==> config.mk <==
export PLATFORM = sky130hd
export DESIGN_NAME = telnet_rfc2217_rx_parser_core
export DESIGN_NICKNAME = d
export VERILOG_FILES = /design/src/trxp_pkg.sv /design/src/trxp_datapath.sv /design/src/trxp_ctrl.sv /design/src/telnet_rfc2217_rx_parser_core.sv
export SDC_FILE = /design/constraint.sdc
export NUM_CORES = 1
export LEC_CHECK = 0
export ABC_AREA = 0
export BUFFER_PORTS_ARGS = -buffer_cell sky130_fd_sc_hd__clkbuf_2
export CORE_UTILIZATION = 45
export CTS_BUF_LIST = sky130_fd_sc_hd__clkbuf_8
export CTS_CLUSTER_SIZE = 20
export DETAILED_ROUTE_END_ITERATION = 7
export PLACE_DENSITY = 0.63
export SETUP_SLACK_MARGIN = 0.4
export SLEW_MARGIN = 20
export SYNTH_ARGS = -nofsm -noshare
export SYNTH_HDL_FRONTEND = slang
export SYNTH_SLANG_ARGS = --single-unit
export TNS_END_PERCENT = 100
==> constraint.sdc <==
create_clock -name clk -period 4.16 [get_ports clk]
set_input_delay 0.624 -clock clk [delete_from_list [all_inputs] [get_ports clk]]
set_output_delay 0.624 -clock clk [all_outputs]
set_load 0.03 [all_outputs]
==> src/trxp_pkg.sv <==
// ----------------------------------------------------------------------------
// trxp_pkg
// shared types and constants of the telnet com-port receive parser
// ----------------------------------------------------------------------------
package trxp_pkg;

  // only the first ten command bytes are ever read back (longest echo)
  localparam int unsigned ECHO_DEPTH = 10;
  localparam int unsigned IDX_W      = $clog2(ECHO_DEPTH);

  // apb address width: one 32-bit register plus room to decode beyond it
  localparam int unsigned ADDR_W = 3;
  localparam logic        REG_IDLE_BAUD = 1'b0;
  localparam logic [31:0] IDLE_BAUD_RESET = 32'd115200;

  // telnet bytes
  localparam logic [7:0] B_IAC  = 8'd255;
  localparam logic [7:0] B_DO   = 8'd253;
  localparam logic [7:0] B_WILL = 8'd251;
  localparam logic [7:0] B_SB   = 8'd250;
  localparam logic [7:0] B_SE   = 8'd240;
  localparam logic [7:0] OPT_ECHO    = 8'd1;
  localparam logic [7:0] OPT_COMPORT = 8'd44;

  // com-port option opcodes
  localparam logic [7:0] OP_SET_BAUD     = 8'd1;
  localparam logic [7:0] OP_SET_DATASIZE = 8'd2;
  localparam logic [7:0] OP_SET_PARITY   = 8'd3;
  localparam logic [7:0] OP_SET_STOPSIZE = 8'd4;
  localparam logic [7:0] OP_SET_CONTROL  = 8'd5;
  localparam logic [7:0] OP_PURGE_DATA   = 8'd12;
  localparam logic [7:0] OP_ACK_OFFSET   = 8'd100;
  localparam logic [7:0] CTRL_BOOT       = 8'd8;
  localparam logic [7:0] CTRL_RESET      = 8'd11;

  // command lengths
  localparam logic [7:0] LEN_MIN_CHECK = 8'd3;
  localparam logic [7:0] LEN_MIN_SB    = 8'd5;
  localparam logic [7:0] LEN_CTRL      = 8'd7;
  localparam logic [7:0] LEN_BAUD      = 8'd10;
  localparam logic [7:0] LEN_MAX       = 8'd255;
  localparam logic [15:0] TAIL_END     = {B_IAC, B_SE};

  // result kinds
  localparam logic [1:0] KIND_UART  = 2'd0;
  localparam logic [1:0] KIND_REPLY = 2'd1;
  localparam logic [1:0] KIND_BAUD  = 2'd2;
  localparam logic [1:0] KIND_MODE  = 2'd3;

  // boot modes
  localparam logic [1:0] MODE_NORMAL = 2'd0;
  localparam logic [1:0] MODE_BOOT   = 2'd1;
  localparam logic [1:0] MODE_RESET  = 2'd2;

  // source of the next result beat
  typedef enum logic [2:0] {
    SRC_RX        = 3'd0,
    SRC_BYTE      = 3'd1,
    SRC_REPLY     = 3'd2,
    SRC_BAUD      = 3'd3,
    SRC_MODE      = 3'd4,
    SRC_ECHO      = 3'd5,
    SRC_IDLE_BAUD = 3'd6,
    SRC_NORMAL    = 3'd7
  } out_src_t;

  typedef struct packed {
    logic     byte_load;
    logic     push_en;
    logic     push_iac;
    logic     clear_cmd;
    logic     esc_set;
    logic     esc_clr;
    logic     idx_clr;
    logic     idx_inc;
    logic     echo_load;
    logic     out_load;
    logic     out_last;
    out_src_t out_src;
  } ctrl_cmd_t;

  typedef struct packed {
    logic esc;
    logic len_zero;
    logic in_is_iac;
    logic out_free;
    logic chk_short;
    logic chk_do;
    logic do_echo_opt;
    logic chk_will;
    logic sb_frame;
    logic sb_ok;
    logic sb_baud;
    logic sb_mode;
    logic reply_last;
    logic echo_last;
  } dp_status_t;

  // reply to do echo: iac do com-port
  function automatic logic [7:0] reply_byte(input logic [IDX_W-1:0] idx);
    logic [7:0] b;
    case (idx)
      IDX_W'(0): b = B_IAC;
      IDX_W'(1): b = B_DO;
      default:   b = OPT_COMPORT;
    endcase
    return b;
  endfunction

endpackage

==> src/trxp_datapath.sv <==
// ----------------------------------------------------------------------------
// trxp_datapath
// command buffer, escape flag, command checks and the output register
// ----------------------------------------------------------------------------
module trxp_datapath (
  input  logic                  clk,
  input  logic                  rst,
  input  trxp_pkg::ctrl_cmd_t   cmd,
  output trxp_pkg::dp_status_t  status,
  input  logic [7:0]            rx_byte,
  input  logic [31:0]           idle_baud,
  input  logic                  out_ready,
  output logic                  out_valid,
  output logic [1:0]            kind,
  output logic [7:0]            data_byte,
  output logic [31:0]           baud_rate,
  output logic [1:0]            boot_mode,
  output logic                  last
);

  localparam int unsigned IW = trxp_pkg::IDX_W;

  logic            esc;
  logic [7:0]      len;
  logic [15:0]     tail;
  logic [7:0]      head [trxp_pkg::ECHO_DEPTH];
  logic [7:0]      byte_q;
  logic [IW-1:0]   idx;
  logic [IW-1:0]   echo_len;

  logic [7:0]      push_byte;
  logic [7:0]      op;
  logic [7:0]      echo_byte;
  logic [1:0]      kind_next;
  logic [7:0]      data_next;
  logic [31:0]     baud_next;
  logic [1:0]      mode_next;
  logic            plain_op;

  assign push_byte = cmd.push_iac ? trxp_pkg::B_IAC : byte_q;
  assign op        = head[3];

  // control state
  always_ff @(posedge clk) begin
    if (rst) begin
      esc       <= 1'b0;
      len       <= '0;
      tail      <= '0;
      out_valid <= 1'b0;
    end else begin
      if (cmd.esc_set) begin
        esc <= 1'b1;
      end else if (cmd.esc_clr) begin
        esc <= 1'b0;
      end
      if (cmd.clear_cmd) begin
        len  <= '0;
        tail <= '0;
      end else if (cmd.push_en) begin
        tail <= {tail[7:0], push_byte};
        if (len != trxp_pkg::LEN_MAX) begin
          len <= len + 8'd1;
        end
      end
      if (cmd.out_load) begin
        out_valid <= 1'b1;
      end else if (out_ready) begin
        out_valid <= 1'b0;
      end
    end
  end

  // payload registers
  always_ff @(posedge clk) begin
    if (cmd.byte_load) begin
      byte_q <= rx_byte;
    end
    if (cmd.push_en && (len < 8'(trxp_pkg::ECHO_DEPTH))) begin
      head[len[IW-1:0]] <= push_byte;
    end
    if (cmd.idx_clr) begin
      idx <= '0;
    end else if (cmd.idx_inc) begin
      idx <= idx + IW'(1);
    end
    if (cmd.echo_load) begin
      echo_len <= len[IW-1:0];
    end
    if (cmd.out_load) begin
      kind      <= kind_next;
      data_byte <= data_next;
      baud_rate <= baud_next;
      boot_mode <= mode_next;
      last      <= cmd.out_last;
    end
  end

  // command checks on the buffered bytes
  assign plain_op = (op == trxp_pkg::OP_SET_DATASIZE) || (op == trxp_pkg::OP_SET_PARITY) ||
                    (op == trxp_pkg::OP_SET_STOPSIZE) || (op == trxp_pkg::OP_PURGE_DATA);

  always_comb begin
    status.esc         = esc;
    status.len_zero    = (len == 8'd0);
    status.in_is_iac   = (rx_byte == trxp_pkg::B_IAC);
    status.out_free    = !out_valid || out_ready;
    status.chk_short   = (len < trxp_pkg::LEN_MIN_CHECK);
    status.chk_do      = (head[1] == trxp_pkg::B_DO);
    status.do_echo_opt = (head[2] == trxp_pkg::OPT_ECHO);
    status.chk_will    = (head[1] == trxp_pkg::B_WILL);
    status.sb_frame    = (len >= trxp_pkg::LEN_MIN_SB) && (head[1] == trxp_pkg::B_SB) &&
                         (head[2] == trxp_pkg::OPT_COMPORT) && (tail == trxp_pkg::TAIL_END);
    status.sb_baud     = (op == trxp_pkg::OP_SET_BAUD) && (len == trxp_pkg::LEN_BAUD);
    status.sb_mode     = (op == trxp_pkg::OP_SET_CONTROL) && (len == trxp_pkg::LEN_CTRL) &&
                         ((head[4] == trxp_pkg::CTRL_BOOT) || (head[4] == trxp_pkg::CTRL_RESET));
    status.sb_ok       = status.sb_baud ||
                         ((len == trxp_pkg::LEN_CTRL) &&
                          (plain_op || (op == trxp_pkg::OP_SET_CONTROL)));
    status.reply_last  = (idx == IW'(2));
    status.echo_last   = (idx == (echo_len - IW'(1)));
  end

  // echo byte, opcode raised by the ack offset
  always_comb begin
    if (idx == IW'(3)) begin
      echo_byte = head[3] + trxp_pkg::OP_ACK_OFFSET;
    end else begin
      echo_byte = head[idx];
    end
  end

  // next result beat
  always_comb begin
    kind_next = trxp_pkg::KIND_UART;
    data_next = '0;
    baud_next = '0;
    mode_next = trxp_pkg::MODE_NORMAL;
    case (cmd.out_src)
      trxp_pkg::SRC_RX: begin
        data_next = rx_byte;
      end
      trxp_pkg::SRC_BYTE: begin
        data_next = byte_q;
      end
      trxp_pkg::SRC_REPLY: begin
        kind_next = trxp_pkg::KIND_REPLY;
        data_next = trxp_pkg::reply_byte(idx);
      end
      trxp_pkg::SRC_BAUD: begin
        kind_next = trxp_pkg::KIND_BAUD;
        baud_next = {head[4], head[5], head[6], head[7]};
      end
      trxp_pkg::SRC_MODE: begin
        kind_next = trxp_pkg::KIND_MODE;
        mode_next = (head[4] == trxp_pkg::CTRL_BOOT) ? trxp_pkg::MODE_BOOT
                                                      : trxp_pkg::MODE_RESET;
      end
      trxp_pkg::SRC_ECHO: begin
        kind_next = trxp_pkg::KIND_REPLY;
        data_next = echo_byte;
      end
      trxp_pkg::SRC_IDLE_BAUD: begin
        kind_next = trxp_pkg::KIND_BAUD;
        baud_next = idle_baud;
      end
      trxp_pkg::SRC_NORMAL: begin
        kind_next = trxp_pkg::KIND_MODE;
      end
      default: begin
        kind_next = trxp_pkg::KIND_UART;
      end
    endcase
  end

endmodule

==> src/trxp_ctrl.sv <==
// ----------------------------------------------------------------------------
// trxp_ctrl
// sequencer: input acceptance, buffer pushes, command check and result beats
// ----------------------------------------------------------------------------
module trxp_ctrl (
  input  logic                  clk,
  input  logic                  rst,
  input  logic                  in_valid,
  output logic                  in_ready,
  input  logic                  req_type,
  input  trxp_pkg::dp_status_t  status,
  output trxp_pkg::ctrl_cmd_t   cmd
);

  typedef enum logic [9:0] {
    S_IDLE       = 10'b0000000001,
    S_DATA       = 10'b0000000010,
    S_PUSH       = 10'b0000000100,
    S_CHECK      = 10'b0000001000,
    S_REPLY      = 10'b0000010000,
    S_BAUD       = 10'b0000100000,
    S_MODE       = 10'b0001000000,
    S_ECHO       = 10'b0010000000,
    S_CLOSE_BAUD = 10'b0100000000,
    S_CLOSE_MODE = 10'b1000000000
  } state_t;

  state_t state;
  state_t state_next;
  logic   plain;

  always_ff @(posedge clk) begin
    if (rst) begin
      state <= S_IDLE;
    end else begin
      state <= state_next;
    end
  end

  assign in_ready = (state == S_IDLE);

  always_comb begin
    state_next = state;
    cmd        = '0;
    cmd.out_src = trxp_pkg::SRC_RX;
    plain      = 1'b0;
    unique case (state)
      S_IDLE: begin
        if (in_valid) begin
          cmd.byte_load = 1'b1;
          if (req_type) begin
            cmd.clear_cmd = 1'b1;
            cmd.esc_clr   = 1'b1;
            state_next    = S_CLOSE_BAUD;
          end else if (status.esc) begin
            cmd.esc_clr = 1'b1;
            if (!status.in_is_iac) begin
              // unpaired iac opens (or joins) a command
              cmd.push_en  = 1'b1;
              cmd.push_iac = 1'b1;
              state_next   = S_PUSH;
            end else begin
              plain = 1'b1;
            end
          end else if (status.in_is_iac) begin
            cmd.esc_set = 1'b1;
          end else begin
            plain = 1'b1;
          end
          if (plain) begin
            if (!status.len_zero) begin
              state_next = S_PUSH;
            end else if (status.out_free) begin
              cmd.out_load = 1'b1;
              cmd.out_last = 1'b1;
              cmd.out_src  = trxp_pkg::SRC_RX;
            end else begin
              state_next = S_DATA;
            end
          end
        end
      end
      S_DATA: begin
        cmd.out_src = trxp_pkg::SRC_BYTE;
        if (status.out_free) begin
          cmd.out_load = 1'b1;
          cmd.out_last = 1'b1;
          state_next   = S_IDLE;
        end
      end
      S_PUSH: begin
        cmd.push_en = 1'b1;
        state_next  = S_CHECK;
      end
      S_CHECK: begin
        state_next = S_IDLE;
        if (status.chk_short) begin
          state_next = S_IDLE;
        end else if (status.chk_do) begin
          cmd.clear_cmd = 1'b1;
          if (status.do_echo_opt) begin
            cmd.idx_clr = 1'b1;
            state_next  = S_REPLY;
          end
        end else if (status.chk_will) begin
          cmd.clear_cmd = 1'b1;
        end else if (status.sb_frame) begin
          cmd.clear_cmd = 1'b1;
          if (status.sb_ok) begin
            cmd.echo_load = 1'b1;
            cmd.idx_clr   = 1'b1;
            if (status.sb_baud) begin
              state_next = S_BAUD;
            end else if (status.sb_mode) begin
              state_next = S_MODE;
            end else begin
              state_next = S_ECHO;
            end
          end
        end
      end
      S_REPLY: begin
        cmd.out_src = trxp_pkg::SRC_REPLY;
        if (status.out_free) begin
          cmd.out_load = 1'b1;
          cmd.out_last = status.reply_last;
          cmd.idx_inc  = 1'b1;
          if (status.reply_last) begin
            state_next = S_IDLE;
          end
        end
      end
      S_BAUD: begin
        cmd.out_src = trxp_pkg::SRC_BAUD;
        if (status.out_free) begin
          cmd.out_load = 1'b1;
          state_next   = S_ECHO;
        end
      end
      S_MODE: begin
        cmd.out_src = trxp_pkg::SRC_MODE;
        if (status.out_free) begin
          cmd.out_load = 1'b1;
          state_next   = S_ECHO;
        end
      end
      S_ECHO: begin
        cmd.out_src = trxp_pkg::SRC_ECHO;
        if (status.out_free) begin
          cmd.out_load = 1'b1;
          cmd.out_last = status.echo_last;
          cmd.idx_inc  = 1'b1;
          if (status.echo_last) begin
            state_next = S_IDLE;
          end
        end
      end
      S_CLOSE_BAUD: begin
        cmd.out_src = trxp_pkg::SRC_IDLE_BAUD;
        if (status.out_free) begin
          cmd.out_load = 1'b1;
          state_next   = S_CLOSE_MODE;
        end
      end
      S_CLOSE_MODE: begin
        cmd.out_src = trxp_pkg::SRC_NORMAL;
        if (status.out_free) begin
          cmd.out_load = 1'b1;
          cmd.out_last = 1'b1;
          state_next   = S_IDLE;
        end
      end
      default: begin
        state_next = S_IDLE;
      end
    endcase
  end

endmodule

==> src/telnet_rfc2217_rx_parser_core.sv <==
// ----------------------------------------------------------------------------
// telnet_rfc2217_rx_parser_core
// receive-side telnet parser with rfc 2217 com-port control
// ----------------------------------------------------------------------------
// Takes received socket bytes (req_type 0) or a connection-closed event
// (req_type 1), one beat at a time, and gives result beats: uart data bytes,
// socket reply bytes, set-baud and boot-mode commands; last marks the final
// beat caused by one input beat. A plain data byte, or a lone iac, is taken in
// idle, so a byte stream runs at one byte per clock while out_ready is high.
// A byte inside a pending telnet command goes through accept, buffer push
// and command check; results then leave one beat per cycle while out_ready
// is high, through the output register, up to eleven for a set-baud command.
// A close gives set-baud with idle_baud, then boot mode normal, and clears the
// parser. The sequencer in trxp_ctrl holds the input side off outside idle:
// while a command is pushed, checked or answered, or a beat waits on output.
// idle_baud sits at apb byte address 0 and may only be written while idle.
// ----------------------------------------------------------------------------
module telnet_rfc2217_rx_parser_core (
  input  logic                          clk,
  input  logic                          rst,

  // apb register port
  input  logic                          psel,
  input  logic                          penable,
  input  logic                          pwrite,
  input  logic [trxp_pkg::ADDR_W-1:0]   paddr,
  input  logic [31:0]                   pwdata,
  output logic [31:0]                   prdata,
  output logic                          pready,

  // input beats
  input  logic                          in_valid,
  output logic                          in_ready,
  input  logic                          req_type,
  input  logic [7:0]                    rx_byte,

  // result beats
  output logic                          out_valid,
  input  logic                          out_ready,
  output logic [1:0]                    kind,
  output logic [7:0]                    data_byte,
  output logic [31:0]                   baud_rate,
  output logic [1:0]                    boot_mode,
  output logic                          last
);

  logic                  idle_baud;
  logic [31:0]           idle_baud_reg;
  logic                  reg_sel;
  trxp_pkg::ctrl_cmd_t   cmd;
  trxp_pkg::dp_status_t  status;

  // register decode: word index sits above the byte offset
  assign reg_sel   = (paddr[trxp_pkg::ADDR_W-1] == trxp_pkg::REG_IDLE_BAUD);
  assign idle_baud = psel && penable && pwrite && reg_sel;
  assign pready    = 1'b1;
  assign prdata    = reg_sel ? idle_baud_reg : 32'd0;

  // idle baud register, keeps its value across a close
  always_ff @(posedge clk) begin
    if (rst) begin
      idle_baud_reg <= trxp_pkg::IDLE_BAUD_RESET;
    end else if (idle_baud) begin
      idle_baud_reg <= pwdata;
    end
  end

  // sequencer
  trxp_ctrl u_ctrl (
    .clk      (clk),
    .rst      (rst),
    .in_valid (in_valid),
    .in_ready (in_ready),
    .req_type (req_type),
    .status   (status),
    .cmd      (cmd)
  );

  // command buffer and output register
  trxp_datapath u_datapath (
    .clk       (clk),
    .rst       (rst),
    .cmd       (cmd),
    .status    (status),
    .rx_byte   (rx_byte),
    .idle_baud (idle_baud_reg),
    .out_ready (out_ready),
    .out_valid (out_valid),
    .kind      (kind),
    .data_byte (data_byte),
    .baud_rate (baud_rate),
    .boot_mode (boot_mode),
    .last      (last)
  );

endmodule
Yosys cells after proc, flatten, opt, wreduce, memory -nomap -nowiden
Memory sizes are Yosys's and may differ from the RTL's. A register that Yosys moved wholly into a read port is not among the register bits.
Index checks and enable logic that the tools add are counted.
W data, S select, Z words.
- register bits after elaboration: 129
- bits in latches: 0
- memory bits (writable): 80
- memory bits (read-only): 0
- bits of input ports: 51
- output and inout port bits: 80
- memories: 1
- memories (name ; depth ; width ; rd ports ; clocked after memory_dff ; wr ports ; line ; RTL):
    u_datapath.head ; 10 ; 8 ; 8 ; 1 ; 1 ; trxp_datapath.sv:26 ; logic [7:0] head [trxp_pkg::ECHO_DEPTH];
- $add $sub $neg: 4
- $mul: 0
- div/mod/pow operators: 0
- magnitude comparators: 3
- equality and inequality tests: 47
- shift operators: 0
- muxes and demuxes: 85
- bitwise gates (word level): 1
- reduce and logical (&&, ||, !) cells: 34
- operators with widths (cell ; number):
    $mux W10 ; 19
    $pmux W10 S8 ; 1
    $pmux W32 S2 ; 1
    $mux W1 ; 35
    $eq A8 B4 Y1 const B ; 4
    $eq A8 B8 Y1 const B ; 4
    $mux W32 ; 1
    $mux W8 ; 4
    $pmux W8 S4 ; 1
    $mux W5 ; 5
    $eq A8 B3 Y1 const B ; 3
    $pmux W3 S8 ; 1
    $eq A16 B16 Y1 const B ; 1
    $eq A8 B1 Y1 const B ; 2
    $eq A8 B2 Y1 const B ; 2
    $mux W2 ; 8
    $pmux W8 S2 ; 1
    $reduce_or A2 Y1 ; 7
    $eq A3 B3 Y1 const B ; 4
    $logic_and A1 B1 Y1 ; 11
    $eq A10 B1 Y1 const B ; 1
    $eq A10 B10 Y1 const B ; 1
    $eq A10 B2 Y1 const B ; 1
    $eq A10 B3 Y1 const B ; 1
    other kinds (38) ; 55

Depth between registers and ports, before layout
An unclocked memory read counts as a cell.
- word-level depth: 15
- depth in mapped cells: 10

Hierarchy
Synthesis repeated with hierarchy kept, for this count alone.
- cell total of the unflattened synthesis: 907
- area total of the unflattened synthesis: 11921.4 um^2
- modules (own cells, without submodules) (module ; times used ; cells each ; area an instance (um^2) ; sequential area each (um^2)):
    trxp_datapath ; 1 ; 601 ; 9275.1 ; 6236.0
    telnet_rfc2217_rx_parser_core ; 1 ; 177 ; 1677.9 ; 640.6
    trxp_ctrl ; 1 ; 129 ; 968.4 ; 200.2

Worst setup path before layout
OpenSTA, ideal clock, no wires.
- path kind: register to register
- start: register u_ctrl.state[3]
- end: register u_datapath.baud_rate[0] (enable)
- setup time: 0.447 ns
- arrival: 3.917 ns
- required time: 3.713 ns
- slack: -0.205 ns
- stages on the path, launching flop included: 9
- clock period less this slack: 4.365 ns
- cells stage by stage: dfxtp_1 -> clkbuf_1 -> or4_1 -> buf_2 -> or4_1 -> buf_2 -> nor3_1 -> nor2b_1 -> nor2_1
- RTL lines (item ; line ; RTL):
    from (decl) ; trxp_ctrl.sv:28 ; state_t state;
    from (signal assigned) ; trxp_ctrl.sv:36 ; state <= state_next;
    to (signal assigned) ; trxp_datapath.sv:92 ; baud_rate <= baud_next;
    to (decl) ; trxp_datapath.sv:16 ; output logic [31:0] baud_rate,

Worst setup path in the final report
- start: register u_ctrl.state[2]
- end: memory u_datapath.head[9][1] (enable)
- word-level cells in the longest chain between the ends: 5
- elaborated cells between the ends (all ways): 6
- those cells by class: 2 x eq/ne; 3 x mux; 1 x reduce/logical
- ends and longest elaborated chain (item ; line ; RTL):
    $eq A10 B3 Y1 or $eq A10 B1 Y1 (tied branches) ; trxp_ctrl.sv:47 ; unique case (state)
    $pmux W1 S2 (*) ; trxp_ctrl.sv:47 ;
    $logic_and A1 B1 Y1 (*) ; trxp_datapath.sv:78 ; if (cmd.push_en && (len < 8'(trxp_pkg::ECHO_DEPTH))) begin
    $mux W1 (*) ; trxp_datapath.sv:78 ;
    $mux W1 (implied by the code) (*) ; trxp_datapath.sv:79 ; head[len[IW-1:0]] <= push_byte;
    to (decl) ; trxp_datapath.sv:26 ;
Mark *: on every way between the ends. The rest lies on a longest branch, timed or not.

==> impl_metrics.py <==
metrics = {
    "cts": {
        "post_cts_buffers": 0,
        "path_clk_slew_ns": 0.07,
        "root_buffer": "clkbuf_8",
        "clk_latency_ns": 0.55,
        "cts_buffer_depth": 3,
        "clock_sinks": 261,
        "cts-resized-gates": 0,
        "cts_buffers": 42,
        "tritoncts": "built",
        "htreeDepth": 2,
        "ctsHoldBuffers": 0,
    },
    "floorplanning": {
        "core_sq_um": 25100,
        "pin_count": 131,
        "rows": 58,
        "start_util": 0.457,
        "die_area_sq_um": 26100,
        "die_h_microns": 162,
        "fp.dieW_microns": 162,
    },
    "finish": {
        "utilization": 0.532,
        "final_cell_mix": "185 x edfxtp_1, 127 x clkbuf_2, 85 x nand2_1, 75 x dfxtp_1, 61 x nor2_1",
        "antenna_cells": 0,
        "area_delta_synth_final_pct": 16.4,
        "layout_commonest_cell": "edfxtp_1",
        "finalNonFillerCells": 1436,
        "nets": 1139,
        "drive_gt1_frac": 0.224,
        "largest_reg_flops": 128,
    },
    "flow_run": {
        "drv_cap": 0,
    },
    "critical_path": {
        "worst_ep_arrival_time_ns": 3.65,
        "r2r-end": "u_datapath.head[9][1]$_DFFE_PP_",
        "path_class": "reg -> reg",
        "path_buf_inv": 0,
        "crit_path_max_fanout": 10,
        "critPathSlowestCell": "or4_1",
        "critPathMostFrequentCell": "or4_1",
        "reg2reg_depth": 6,
        "cpLargestDelayFamily": "simple AND/OR/NAND/NOR gates",
        "required_ns": 4.34,
        "critPathMaxStageDelay_ns": 0.75,
        "r2r_start": "u_ctrl.state[2]$_SDFFE_PP0P_",
        "r2r_slack_ns": 0.69,
        "critPathLaunchType": "register",
        "end_kind": "register",
        "worstPathCellList": "or4_1 -> or4_1 -> o21ai_4 -> nand2b_1 -> nor3_1 -> and2_1",
    },
    "detailed_routing": {
        "viasPerCell": 5.59,
        "antenna_left": 0,
        "drtIter0Drc": 869,
        "vias": 8022,
        "totalWireLength_mm": 29.2,
        "route.detailed.drc": 0,
        "routedWlPerCell_microns": 20.3,
        "first_pass_iters": 5,
    },
    "sta": {
        "hold_viol_final": 0,
        "finalSetupViolations": 0,
        "rsz0062_at_grt": "no",
        "min_period_over_period": 0.834,
        "slew_headroom": 0.340,
        "min_period_ns": 3.47,
        "tightestPinTransition_ns": 0.982,
        "holdWs_ns": 0.294,
        "skew_ns": 0.0233,
        "finalSetupTns_ns": 0,
        "finalMaxSlewViolations": 0,
        "timing.fmax_mhz": 288,
    },
    "synth": {
        "synthAdderAreaFrac": 0.0164,
        "avgSynthCellArea_sq_um": 12.6,
        "ys_ff_latch": 261,
        "synth_top_area_share": 0.484,
        "yosys.area.top_type": "edfxtp_1",
        "synthTopCellsByArea": "edfxtp_1 48%, dfxtp_1 13%, mux4_2 7.1%",
        "synth_top_flop_cell": "edfxtp_1",
        "synth_warnings": 0,
        "synthArstFlopShare": 0,
        "synthSimpleGateAreaFrac": 0.146,
        "ys_seq_area_frac": 0.617,
        "synthXorXnorAreaFrac": 0.0191,
        "synth_area_sq_um": 11500,
        "synth_compound_area_frac": 0.0877,
        "syn_inst": 907,
        "synth_mux_area_frac": 0.0851,
        "synth_top_family_by_area": "simple AND/OR/NAND/NOR gates",
        "synth_edf_count": 185,
        "yosysUniqueCellTypes": 60,
    },
    "placement": {
        "place.gp.congestion": 0.881,
        "io_buffers": 127,
        "dp.cells": 1359,
        "dpl.hpwl_mm": 20.3,
    },
    "global_routing": {
        "antenna_found_initial": 0,
        "grt_pass1_vias": 7753,
        "grt_max_degree": 43,
        "grt_pass1_wl_mm": 45.3,
        "overflow": 0,
        "track_usage": 0.228,
    },
    "outcome": {
        "outcome": "complete, no violations",
    },
    "worst_hold_path": {
        "hold_path.class": "in -> reg",
        "min_delay_path_depth": 3,
        "hp-start": "pwdata[27]",
        "hold_end": "idle_baud_reg[27]$_SDFFE_PP0P_",
    },
    "power": {
        "leakagePower_nw": 4.96,
        "pwr_density_cell_nw_per_um2": 536,
        "vdd_drop_max_v": 0.000207,
    },
}
## Yosys cell counts (18+ instances only)
cell / count
a21oi_1: 52
a22o_1: 32
clkbuf_1: 41
dfxtp_1: 76
edfxtp_1: 185
inv_1: 26
mux4_2: 36
nand2_1: 85
nand3_1: 26
nor2_1: 63
nor2b_1: 37
nor4_1: 18
o21ai_0: 18
## area by class of cell
cell class              count  area, sq um
fillers                  2190        11800
flip-flops and latches    261         7080
multi-input cells         597         4210
repair buffers            145          783
clock buffers              47          647
well taps                 330          413
clock inverters            30          125
inverters                  26         97.6
## how the worst max path moves through the flow
stage | startpoint | to | slack, ns | cells after the start
floorplan | u_ctrl.state[3]$_SDFFE_PP0P_ | u_datapath.baud_rate[0]$_DFFE_PP_ | 0.54 | 8
CTS | u_ctrl.state[2]$_SDFFE_PP0P_ | u_datapath.head[11][2]$_DFFE_PP_ | 0.68 | 6
detailed placement | u_ctrl.state[2]$_SDFFE_PP0P_ | u_datapath.head[11][3]$_DFFE_PP_ | 0.70 | 6
global route | u_ctrl.state[2]$_SDFFE_PP0P_ | u_datapath.head[4][0]$_DFFE_PP_ | 0.52 | 6
finish | u_ctrl.state[2]$_SDFFE_PP0P_ | u_datapath.head[9][1]$_DFFE_PP_ | 0.69 | 6
global placement | u_ctrl.state[8]$_SDFFE_PP0P_ | u_datapath.head[5][3]$_DFFE_PP_ | 0.74 | 6
## worst register-to-register path, delay by kind of cell (launching register included)
kind            cells  cell delay (ns)
simple gates        5             2.49
compound gates      1             0.22
flops               1             0.40
## through the flow
step                worst slack (ns)  total power, mW  area (sq um)
detailed placement             0.701             5.17         12600
finish                         0.690             7.16         13400
global route                   0.517             7.47         13400
CTS                            0.684             7.20         13400
global placement               0.735             5.16         12600
floorplan                      0.542             4.57         11600
## routing by layer
metal,vias to the layer above,track usage,part of all wire
met5,-,0,0
li1,3721,-,-
met4,0,0.0669,0.024
met1,3921,0.330,0.45
met2,330,0.355,0.46
met3,50,0.0352,0.072
## where the power goes
group | internal (mW) | switching, mW
clock | 1.04 | 0.996
combinational | 0.639 | 1.10
sequential | 3.16 | 0.230
## cell families (layout without fill, tap and decap cells)
group / after synthesis / count (layout)
AND/OR/NAND/NOR: 325 / 325
adder cells (fa/ha/maj): 15 / 15
XOR/XNOR: 25 / 25
multiplexers: 52 / 52
buffers and inverters: 80 / 248
AO/OA/AOI/OAI: 147 / 147
flip-flops: 261 / 261
other: 2 / 33
Power figures use the tool's default switching activity.
